### src/sv/one_pole_lowpass_smoother_assert.svh
// ----------------------------------------------------------------------------
// one_pole_lowpass_smoother_assert.svh
// Assertion macros shared by the smoother RTL.
// ----------------------------------------------------------------------------
`ifndef ONE_POLE_LOWPASS_SMOOTHER_ASSERT_SVH
`define ONE_POLE_LOWPASS_SMOOTHER_ASSERT_SVH

// Same-cycle implication, sampled on i_clk, off while i_rst_n is low.
`define OPLS_ASSERT_NOW(label, ante, cons, msg) \
    label: assert property (@(posedge i_clk) disable iff (!i_rst_n) \
        (ante) |-> (cons)) else $error(msg);

// Next-cycle implication, sampled on i_clk, off while i_rst_n is low.
`define OPLS_ASSERT_NEXT(label, ante, cons, msg) \
    label: assert property (@(posedge i_clk) disable iff (!i_rst_n) \
        (ante) |=> (cons)) else $error(msg);

`endif

### src/sv/opls_pkg.sv
// ----------------------------------------------------------------------------
// opls_pkg
// Types, codes and Q1.31 helper functions for the one-pole smoother.
// ----------------------------------------------------------------------------
package opls_pkg;

    typedef logic signed [31:0] t_q31;
    typedef logic signed [32:0] t_q31_wide;

    // action codes
    localparam logic ACT_STEP = 1'b0;
    localparam logic ACT_SYNC = 1'b1;

    // register index, taken from paddr[2]
    localparam logic REG_COEFF = 1'b0;
    localparam logic REG_MODE  = 1'b1;

    localparam t_q31 COEFF_RESET    = 32'sh7F00_0000;
    localparam t_q31 Q31_MAX        = 32'sh7FFF_FFFF;
    localparam t_q31 Q31_MIN        = 32'sh8000_0000;
    localparam t_q31 SNAP_THRESHOLD = 32'sh0000_4000;

    // clamp a 33-bit signed value into Q1.31
    function automatic t_q31 sat33(input t_q31_wide v);
        t_q31 res;
        if (v[32] != v[31]) begin
            res = v[32] ? Q31_MIN : Q31_MAX;
        end else begin
            res = v[31:0];
        end
        return res;
    endfunction

    // count of redundant sign bits, 0..31
    function automatic logic [4:0] sign_bits(input t_q31 x);
        logic [30:0] u;
        logic [4:0]  n;
        u = x[31] ? ~x[30:0] : x[30:0];
        n = 5'd31;
        for (int i = 0; i < 31; i++) begin
            if (u[i]) begin
                n = 5'(30 - i);
            end
        end
        return n;
    endfunction

endpackage

### src/sv/one_pole_lowpass_smoother.sv
// ----------------------------------------------------------------------------
// one_pole_lowpass_smoother
// Q1.31 one-pole lowpass smoother with sync/snap query and APB registers.
// ----------------------------------------------------------------------------
//
//  channel | direction | handshake                 | payload
//  --------+-----------+---------------------------+---------------------------
//  input   | in        | i_in_valid / o_in_stall   | i_action, i_target
//  output  | out       | o_out_valid / i_out_stall | o_value, o_settled
//  config  | in        | psel, penable, pwrite     | paddr, pwdata, prdata
//
//  Each word sits in the input register while the filter math runs on it,
//  and the result register (the filter state itself) loads as the word
//  advances, which waits while a stalled result is held. One word per
//  cycle sustained while i_out_stall is low. The sign count, the two
//  shifters, 32x32 multiply and saturating add form the combinational path.
//  Reset (synchronous, i_rst_n low) empties both stages, zeroes the state
//  and loads coefficient 0x7F000000, plain mode.
//  A stalled result holds; the input stage still takes one word and then
//  raises o_in_stall until the result moves.
// ----------------------------------------------------------------------------
module one_pole_lowpass_smoother (
    input  logic                 i_clk,
    input  logic                 i_rst_n,
    // input words
    input  logic                 i_in_valid,
    output logic                 o_in_stall,
    input  logic                 i_action,
    input  logic signed [31:0]   i_target,
    // result words
    output logic                 o_out_valid,
    input  logic                 i_out_stall,
    output logic signed [31:0]   o_value,
    output logic                 o_settled,
    // register port
    input  logic                 psel,
    input  logic                 penable,
    input  logic                 pwrite,
    input  logic [2:0]           paddr,
    input  logic [31:0]          pwdata,
    output logic [31:0]          prdata,
    output logic                 pready
);

    // ------------------------------------------------------------------
    // Registers
    // ------------------------------------------------------------------
    opls_pkg::t_q31 r_coeff;
    logic           r_norm;

    logic           r_in_valid;
    logic           r_action;
    opls_pkg::t_q31 r_target;

    logic           r_out_valid;
    opls_pkg::t_q31 r_state;
    logic           r_settled;

    opls_pkg::t_q31 n_state;
    logic           n_settled;

    logic           w_advance;
    logic           w_take;

    // ------------------------------------------------------------------
    // Configuration: decode on paddr[2] only, pready tied high
    // ------------------------------------------------------------------
    assign pready = 1'b1;
    assign prdata = (paddr[2] == opls_pkg::REG_MODE) ? {31'b0, r_norm} : r_coeff;

    always_ff @(posedge i_clk) begin
        if (!i_rst_n) begin
            r_coeff <= opls_pkg::COEFF_RESET;
            r_norm  <= 1'b0;
        end else if (psel && penable && pwrite && pready) begin
            case (paddr[2])
                opls_pkg::REG_COEFF: r_coeff <= pwdata;
                opls_pkg::REG_MODE:  r_norm  <= pwdata[0];
                default:             r_norm  <= r_norm;
            endcase
        end
    end

    // ------------------------------------------------------------------
    // Flow control: advance the input stage when the result slot frees
    // ------------------------------------------------------------------
    assign w_advance  = r_in_valid && (!r_out_valid || !i_out_stall);
    assign o_in_stall = r_in_valid && !w_advance;
    assign w_take     = i_in_valid && !o_in_stall;

    always_ff @(posedge i_clk) begin
        if (!i_rst_n) begin
            r_in_valid <= 1'b0;
        end else if (w_take) begin
            r_in_valid <= 1'b1;
        end else if (w_advance) begin
            r_in_valid <= 1'b0;
        end
    end

    // hold the captured word until it advances
    always_ff @(posedge i_clk) begin
        if (w_take) begin
            r_action <= i_action;
            r_target <= i_target;
        end
    end

    // ------------------------------------------------------------------
    // Filter step: state = target + coeff * (state - target)
    // ------------------------------------------------------------------
    opls_pkg::t_q31        w_diff;
    logic [4:0]            w_shift;
    opls_pkg::t_q31        w_mul_in;
    logic signed [63:0]    w_prod;
    opls_pkg::t_q31        w_qprod;
    opls_pkg::t_q31        w_scaled;
    opls_pkg::t_q31        w_step;

    assign w_diff  = opls_pkg::sat33({r_state[31], r_state} - {r_target[31], r_target});
    assign w_shift = opls_pkg::sign_bits(w_diff);

    // normalize: shifting by the redundant sign count cannot overflow
    assign w_mul_in = r_norm ? (w_diff <<< w_shift) : w_diff;
    assign w_prod   = r_coeff * w_mul_in;
    // floor of product / 2^31; only -1 * -1 clips
    assign w_qprod  = opls_pkg::sat33(w_prod[63:31]);
    assign w_scaled = r_norm ? (w_qprod >>> w_shift) : w_qprod;
    assign w_step   = opls_pkg::sat33({r_target[31], r_target} + {w_scaled[31], w_scaled});

    // ------------------------------------------------------------------
    // Sync query: report equality, snap when close
    // ------------------------------------------------------------------
    opls_pkg::t_q31 w_gap;
    opls_pkg::t_q31 w_gap_abs;
    logic           w_equal;
    logic           w_snap;

    assign w_equal   = (r_state == r_target);
    assign w_gap     = opls_pkg::sat33({r_target[31], r_target} - {r_state[31], r_state});
    assign w_gap_abs = !w_gap[31]                   ? w_gap :
                       (w_gap == opls_pkg::Q31_MIN) ? opls_pkg::Q31_MAX : -w_gap;
    assign w_snap    = (w_gap_abs < opls_pkg::SNAP_THRESHOLD);

    always_comb begin
        n_state   = r_state;
        n_settled = 1'b0;
        case (r_action)
            opls_pkg::ACT_STEP: begin
                n_state = w_step;
            end
            opls_pkg::ACT_SYNC: begin
                if (w_equal) begin
                    n_settled = 1'b1;
                end else if (w_snap) begin
                    n_state = r_target;
                end
            end
            default: begin
                n_state = r_state;
            end
        endcase
    end

    // ------------------------------------------------------------------
    // Result register: the filter state doubles as the output value
    // ------------------------------------------------------------------
    always_ff @(posedge i_clk) begin
        if (!i_rst_n) begin
            r_out_valid <= 1'b0;
            r_state     <= '0;
            r_settled   <= 1'b0;
        end else begin
            if (w_advance) begin
                r_out_valid <= 1'b1;
                r_state     <= n_state;
                r_settled   <= n_settled;
            end else if (!i_out_stall) begin
                r_out_valid <= 1'b0;
            end
        end
    end

    assign o_out_valid = r_out_valid;
    assign o_value     = r_state;
    assign o_settled   = r_settled;

    // ------------------------------------------------------------------
    // Assertions
    // ------------------------------------------------------------------
    logic w_adv_step;
    logic w_adv_equal;

    assign w_adv_step  = w_advance && (r_action == opls_pkg::ACT_STEP);
    assign w_adv_equal = w_advance && (r_action == opls_pkg::ACT_SYNC) && w_equal;

`include "one_pole_lowpass_smoother_assert.svh"

    `OPLS_ASSERT_NEXT(a_advance_fills_out, w_advance, r_out_valid, "advanced word lost")
    `OPLS_ASSERT_NEXT(a_step_not_settled, w_adv_step, !o_settled, "settled set on filter step")
    `OPLS_ASSERT_NEXT(a_settled_keeps_state, w_adv_equal, o_settled && (o_value == $past(r_state)), "settled sync changed state")

endmodule
### config.mk
export PLATFORM = sky130hd
export DESIGN_NAME = one_pole_lowpass_smoother
export DESIGN_NICKNAME = d
export VERILOG_FILES = /design/src/sv/opls_pkg.sv /design/src/sv/one_pole_lowpass_smoother.sv
export VERILOG_INCLUDE_DIRS = /design/src /design/src/sv
export SDC_FILE = /design/constraint.sdc
export NUM_CORES = 2
export LEC_CHECK = 0
export ABC_AREA = 1
export BUFFER_PORTS_ARGS = -buffer_cell sky130_fd_sc_hd__buf_2
export CORE_ASPECT_RATIO = 1.5
export CORE_MARGIN = 5
export CORE_UTILIZATION = 25
export CTS_CLUSTER_SIZE = 25
export DETAILED_ROUTE_END_ITERATION = 8
export SYNTH_ARGS = -nofsm -noshare
export SYNTH_HDL_FRONTEND = slang
export SYNTH_SLANG_ARGS = --single-unit
### constraint.sdc
create_clock -name i_clk -period 24.9 [get_ports i_clk]
set_input_delay 2.49 -clock i_clk [delete_from_list [all_inputs] [get_ports i_clk]]
set_output_delay 2.49 -clock i_clk [all_outputs]
set_load 0.05 [all_outputs]
==> impl_results.html <==
<table>
<tr><th>Metric</th><th>Value</th></tr>
<tr><th colspan="2">Critical path</th></tr>
<tr><td>Worst reg2reg path depth</td><td>124</td></tr>
<tr><td>Crit path launch type</td><td>flip-flop</td></tr>
<tr><td>Crit Path Class</td><td>flip-flop to flip-flop</td></tr>
<tr><td>FF-to-FF End</td><td>o_value[17]</td></tr>
<tr><td>Crit path required time</td><td>25.22 ns</td></tr>
<tr><td>Arrival time at the worst endpoint</td><td>22.96 ns</td></tr>
<tr><td>Slowest cell delay on critical path</td><td>0.85 ns</td></tr>
<tr><td>Worst path most repeated cell</td><td>sky130_fd_sc_hd__nand2_1</td></tr>
<tr><td>Startpoint of the lowest-slack register-to-register path</td><td>r_target[2]</td></tr>
<tr><td>Critical-path cell with the highest stage delay</td><td>sky130_fd_sc_hd__fa_1</td></tr>
<tr><td>Kind of end point of the critical path</td><td>flip-flop</td></tr>
<tr><td>Slack of the worst reg-to-reg path</td><td>2.27 ns</td></tr>
<tr><td>Worst Path Max Fanout</td><td>55</td></tr>
<tr><th colspan="2">Hold path</th></tr>
<tr><td>Hold Crit Class</td><td>flip-flop to flip-flop</td></tr>
<tr><td>Number of cells on the worst hold path</td><td>2</td></tr>
<tr><td>Startpoint of the lowest-slack hold path</td><td>r_in_valid</td></tr>
<tr><td>Endpoint of the worst hold-timing path</td><td>o_out_valid</td></tr>
<tr><th colspan="2">Global routing</th></tr>
<tr><td>Largest net degree at the start of global routing</td><td>69</td></tr>
<tr><td>First-pass GRT wire length</td><td>296000 µm</td></tr>
<tr><td>Antenna violations before repair</td><td>3</td></tr>
<tr><td>Remaining Overflow, GRT</td><td>0</td></tr>
<tr><td>Global-route total usage across every layer</td><td>18.4%</td></tr>
<tr><td>Number of global-route vias before repair</td><td>48700</td></tr>
<tr><th colspan="2">Floorplanning</th></tr>
<tr><td>Die Wd</td><td>376 µm</td></tr>
<tr><td>Core region area</td><td>200000 µm²</td></tr>
<tr><td>Starting density of the core</td><td>25.1%</td></tr>
<tr><td>Vertical die dimension</td><td>559 µm</td></tr>
<tr><td>FP Rows</td><td>201</td></tr>
<tr><td>Boundary Pins</td><td>143</td></tr>
<tr><td>Area of the die</td><td>210000 µm²</td></tr>
<tr><th colspan="2">Layout</th></tr>
<tr><td>Multi-input combinational cell area</td><td>41200 µm²</td></tr>
<tr><td>Design Area, Final</td><td>54200 µm²</td></tr>
<tr><td>Fraction of the core area covered by cells at the end of the flow</td><td>27.1%</td></tr>
<tr><td>Layout overhead on the synthesized area</td><td>7.90%</td></tr>
<tr><td>Non-filler cells, final</td><td>9294</td></tr>
<tr><td>Ratio of cells with drive above 1 in the final layout</td><td>5.86%</td></tr>
<tr><td>Number of fill cells</td><td>22000</td></tr>
<tr><td>Final nets</td><td>8086</td></tr>
<tr><td>Sequential Area</td><td>2350 µm²</td></tr>
<tr><th colspan="2">Clock tree</th></tr>
<tr><td>Num CTS Buffers</td><td>9</td></tr>
<tr><td>Number of levels in the clock H-tree</td><td>3</td></tr>
<tr><td>Clk slew on worst S/H paths</td><td>0.08 ns</td></tr>
<tr><td>Clock tree from TritonCTS</td><td>done</td></tr>
<tr><td>Root Buffer Master</td><td>sky130_fd_sc_hd__clkbuf_16</td></tr>
<tr><td>Clock Path Buffers</td><td>2</td></tr>
<tr><td>Postcts setup bufs</td><td>0</td></tr>
<tr><td>Insertion delay of the later-clocked pin in the worst-skew pair</td><td>0.43 ns</td></tr>
<tr><td>CTS Sinks</td><td>101</td></tr>
<tr><th colspan="2">Routing</th></tr>
<tr><td>Via density</td><td>4.89</td></tr>
<tr><td>Number of search-and-repair iterations in the first detailed-routing pass</td><td>8</td></tr>
<tr><td>Post-route DRC</td><td>0</td></tr>
<tr><td>Number of nets still failing antenna checks after routing</td><td>0</td></tr>
<tr><td>Detailed-route wire length</td><td>196000 µm</td></tr>
<tr><td>Per-cell routed wire length</td><td>21.1 µm</td></tr>
<tr><td>Initial drt markers</td><td>3445</td></tr>
<tr><td>Total vias in the final route</td><td>45500</td></tr>
<tr><th colspan="2">Yosys</th></tr>
<tr><td>Distinct cell type count of the synthesized netlist</td><td>63</td></tr>
<tr><td>Number of synthesized flops with an enable pin</td><td>33</td></tr>
<tr><td>Cells taking the most area after synthesis</td><td>sky130_fd_sc_hd__fa_1, sky130_fd_sc_hd__inv_1, sky130_fd_sc_hd__nand2_1, sky130_fd_sc_hd__ha_1, sky130_fd_sc_hd__nor2_1</td></tr>
<tr><td>Number of synthesis warnings</td><td>0</td></tr>
<tr><td>Post-synthesis instance area</td><td>50300 µm²</td></tr>
<tr><td>Post-synthesis average cell area</td><td>7.52 µm²</td></tr>
<tr><td>Flip-flop cell with the highest count after synthesis</td><td>sky130_fd_sc_hd__dfxtp_1</td></tr>
<tr><td>Post-synth top area cell</td><td>sky130_fd_sc_hd__fa_1</td></tr>
<tr><td>Most used standard cell by instance count after synthesis</td><td>sky130_fd_sc_hd__inv_1</td></tr>
<tr><td>Nets in the synthesized netlist</td><td>8121</td></tr>
<tr><td>Post-synthesis sequential element count</td><td>101</td></tr>
<tr><td>Synth cell count leaders</td><td>sky130_fd_sc_hd__inv_1, sky130_fd_sc_hd__nand2_1, sky130_fd_sc_hd__fa_1</td></tr>
<tr><td>Share of flip-flops with an asynchronous set or reset after synthesis</td><td>0%</td></tr>
<tr><td>Sequential share of the synthesized area</td><td>4.68%</td></tr>
<tr><td>Fraction of synthesized cell area taken by the top area cell type</td><td>43.2%</td></tr>
<tr><td>Synth Instances</td><td>6682</td></tr>
<tr><th colspan="2">Timing</th></tr>
<tr><td>Headroom to the max-slew limit</td><td>13.5%</td></tr>
<tr><td>Fmax</td><td>44.2 MHz</td></tr>
<tr><td>Setup violations, final</td><td>0</td></tr>
<tr><td>Period minus WS final</td><td>22.63 ns</td></tr>
<tr><td>Final cycle utilization of the critical path</td><td>90.9%</td></tr>
<tr><td>Slew Viols, Final</td><td>0</td></tr>
<tr><td>Hold Fails Final Rpt</td><td>0</td></tr>
<tr><td>Post-Route Skew</td><td>0.0265 ns</td></tr>
<tr><td>Slew @ Worst Pin</td><td>1.30 ns</td></tr>
<tr><td>Setup repair after global routing missed its margin</td><td>no</td></tr>
<tr><td>Total negative setup slack</td><td>0 ns</td></tr>
<tr><th colspan="2">Place</th></tr>
<tr><td>Detail Placement HPWL</td><td>159000 µm</td></tr>
<tr><td>Placement-stage cell area</td><td>53900 µm²</td></tr>
<tr><td>Buffers added on ports</td><td>139</td></tr>
<tr><td>Placed insts</td><td>9275</td></tr>
<tr><td>Routability congestion estimate</td><td>0.989</td></tr>
<tr><th colspan="2">Outcome</th></tr>
<tr><td>Status</td><td>finished, final reports clean</td></tr>
<tr><th colspan="2">Run</th></tr>
<tr><td># Max-Cap Violations</td><td>0</td></tr>
</table>
==> through the flow <==
step | setup WS (ns) | hold slack [ns]
CTS | 2.17 | 0.499
global route | 0.214 | 0.515
finish | 2.27 | 0.490
floorplan | 7.24 | 0.457
detailed placement | 2.29 | 0.487
global placement | 2.43 | 0.471
==> flip-flops by register name (all words and copies together), names as in the netlist <==
register,cells
r_action,1
r_norm,1
o_out_valid,1
o_value,32
r_coeff,32
r_target,32
o_settled,1
r_in_valid,1
==> worst max-delay path, delay by kind of cell, from the launching register on <==
family / cells / cell delay, ns
fa+ha+maj: 12 / 6.17
xor+xnor: 3 / 0.63
buf+inv: 17 / 3.20
compound gates: 29 / 5.08
flops: 1 / 0.51
simple gates: 63 / 6.95
==> repair_timing <==
item,4_1_cts,5_1_grt
gates resized for setup,0,1
endpoints found under the setup margin,0,5
hold buffers,0,0
==> placed cells by master, fill, tap and decap left out, types with 7 or more instances in the layout <==
cell | synthesis | final
sky130_fd_sc_hd__nand2_1 | 1239 | 1237
sky130_fd_sc_hd__buf_2 | 54 | 139
sky130_fd_sc_hd__fa_1 | 1084 | 1084
sky130_fd_sc_hd__inv_2 | 10 | 10
sky130_fd_sc_hd__nor2_1 | 857 | 856
sky130_fd_sc_hd__o21ai_0 | 289 | 286
sky130_fd_sc_hd__a22oi_1 | 7 | 7
sky130_fd_sc_hd__o21bai_1 | 11 | 11
sky130_fd_sc_hd__clkinv_1 | 17 | 17
sky130_fd_sc_hd__nand4_1 | 18 | 18
sky130_fd_sc_hd__a31oi_1 | 20 | 20
sky130_fd_sc_hd__nand3_2 | 20 | 21
sky130_fd_sc_hd__nor4_1 | 10 | 10
sky130_fd_sc_hd__o221ai_1 | 8 | 8
sky130_fd_sc_hd__inv_1 | 1430 | 1430
sky130_fd_sc_hd__o21ai_1 | 23 | 23
sky130_fd_sc_hd__a21boi_0 | 7 | 7
sky130_fd_sc_hd__nor2_2 | 9 | 9
sky130_fd_sc_hd__nand2_2 | 29 | 30
sky130_fd_sc_hd__xnor2_1 | 32 | 32
sky130_fd_sc_hd__nand2_4 | 9 | 10
sky130_fd_sc_hd__xor2_1 | 84 | 84
sky130_fd_sc_hd__o21a_1 | 23 | 23
sky130_fd_sc_hd__edfxtp_1 | 33 | 33
sky130_fd_sc_hd__a211oi_1 | 38 | 38
sky130_fd_sc_hd__a221oi_1 | 9 | 9
sky130_fd_sc_hd__dfxtp_1 | 68 | 66
sky130_fd_sc_hd__a21oi_1 | 345 | 344
sky130_fd_sc_hd__or2_2 | 13 | 13
sky130_fd_sc_hd__ha_1 | 280 | 280
sky130_fd_sc_hd__o211ai_1 | 15 | 15
sky130_fd_sc_hd__nand3_1 | 250 | 249
sky130_fd_sc_hd__clkbuf_16 | 0 | 9
sky130_fd_sc_hd__nor3_1 | 31 | 31
sky130_fd_sc_hd__buf_4 | 5 | 117
==> metal layers <==
layer  GRT usage [%]  up-vias  routed length, µm
met5               0        -                 13
met4            12.2        2              16700
met3            3.50      739              15500
met2            31.8     2111              94900
met1            20.7    22700              69000
li1                -    19900                  -
==> kinds of logic after synthesis <==
family          count (synthesis)  synth area share, %
compound gates                823                 9.06
xor+xnor                      116                 2.02
mux                             5               0.0996
flops                         101                 4.68
other cells                     1              0.00746
fa+ha+maj                    1364                 50.1
simple gates                 2513                 20.6
buf+inv                      1759                 13.4
==> final cells by class <==
class | instances | area share (%)
clock inverter | 7 | 0.168
inverter | 1457 | 10.1
clock buffer | 9 | 0.415
timing repair buffer | 256 | 2.90
antenna | 3 | 0.0138
sequential | 101 | 4.34
multi-input combinational | 4822 | 76.0
tap | 2639 | 6.09
==> worst max-delay path by stage <==
stage,to,start,depth (start not counted)
floorplan,o_value[16],o_value[2],131
global placement,o_value[30],r_target[2],123
detailed placement,o_value[29],r_target[2],123
CTS,o_value[30],r_target[2],123
global route,o_value[30],r_target[2],122
finish,o_value[17],r_target[2],124
Power is left out: the tool's default activity adds up to more than one toggle a clock period on the data nets, which glitch-free logic cannot reach.
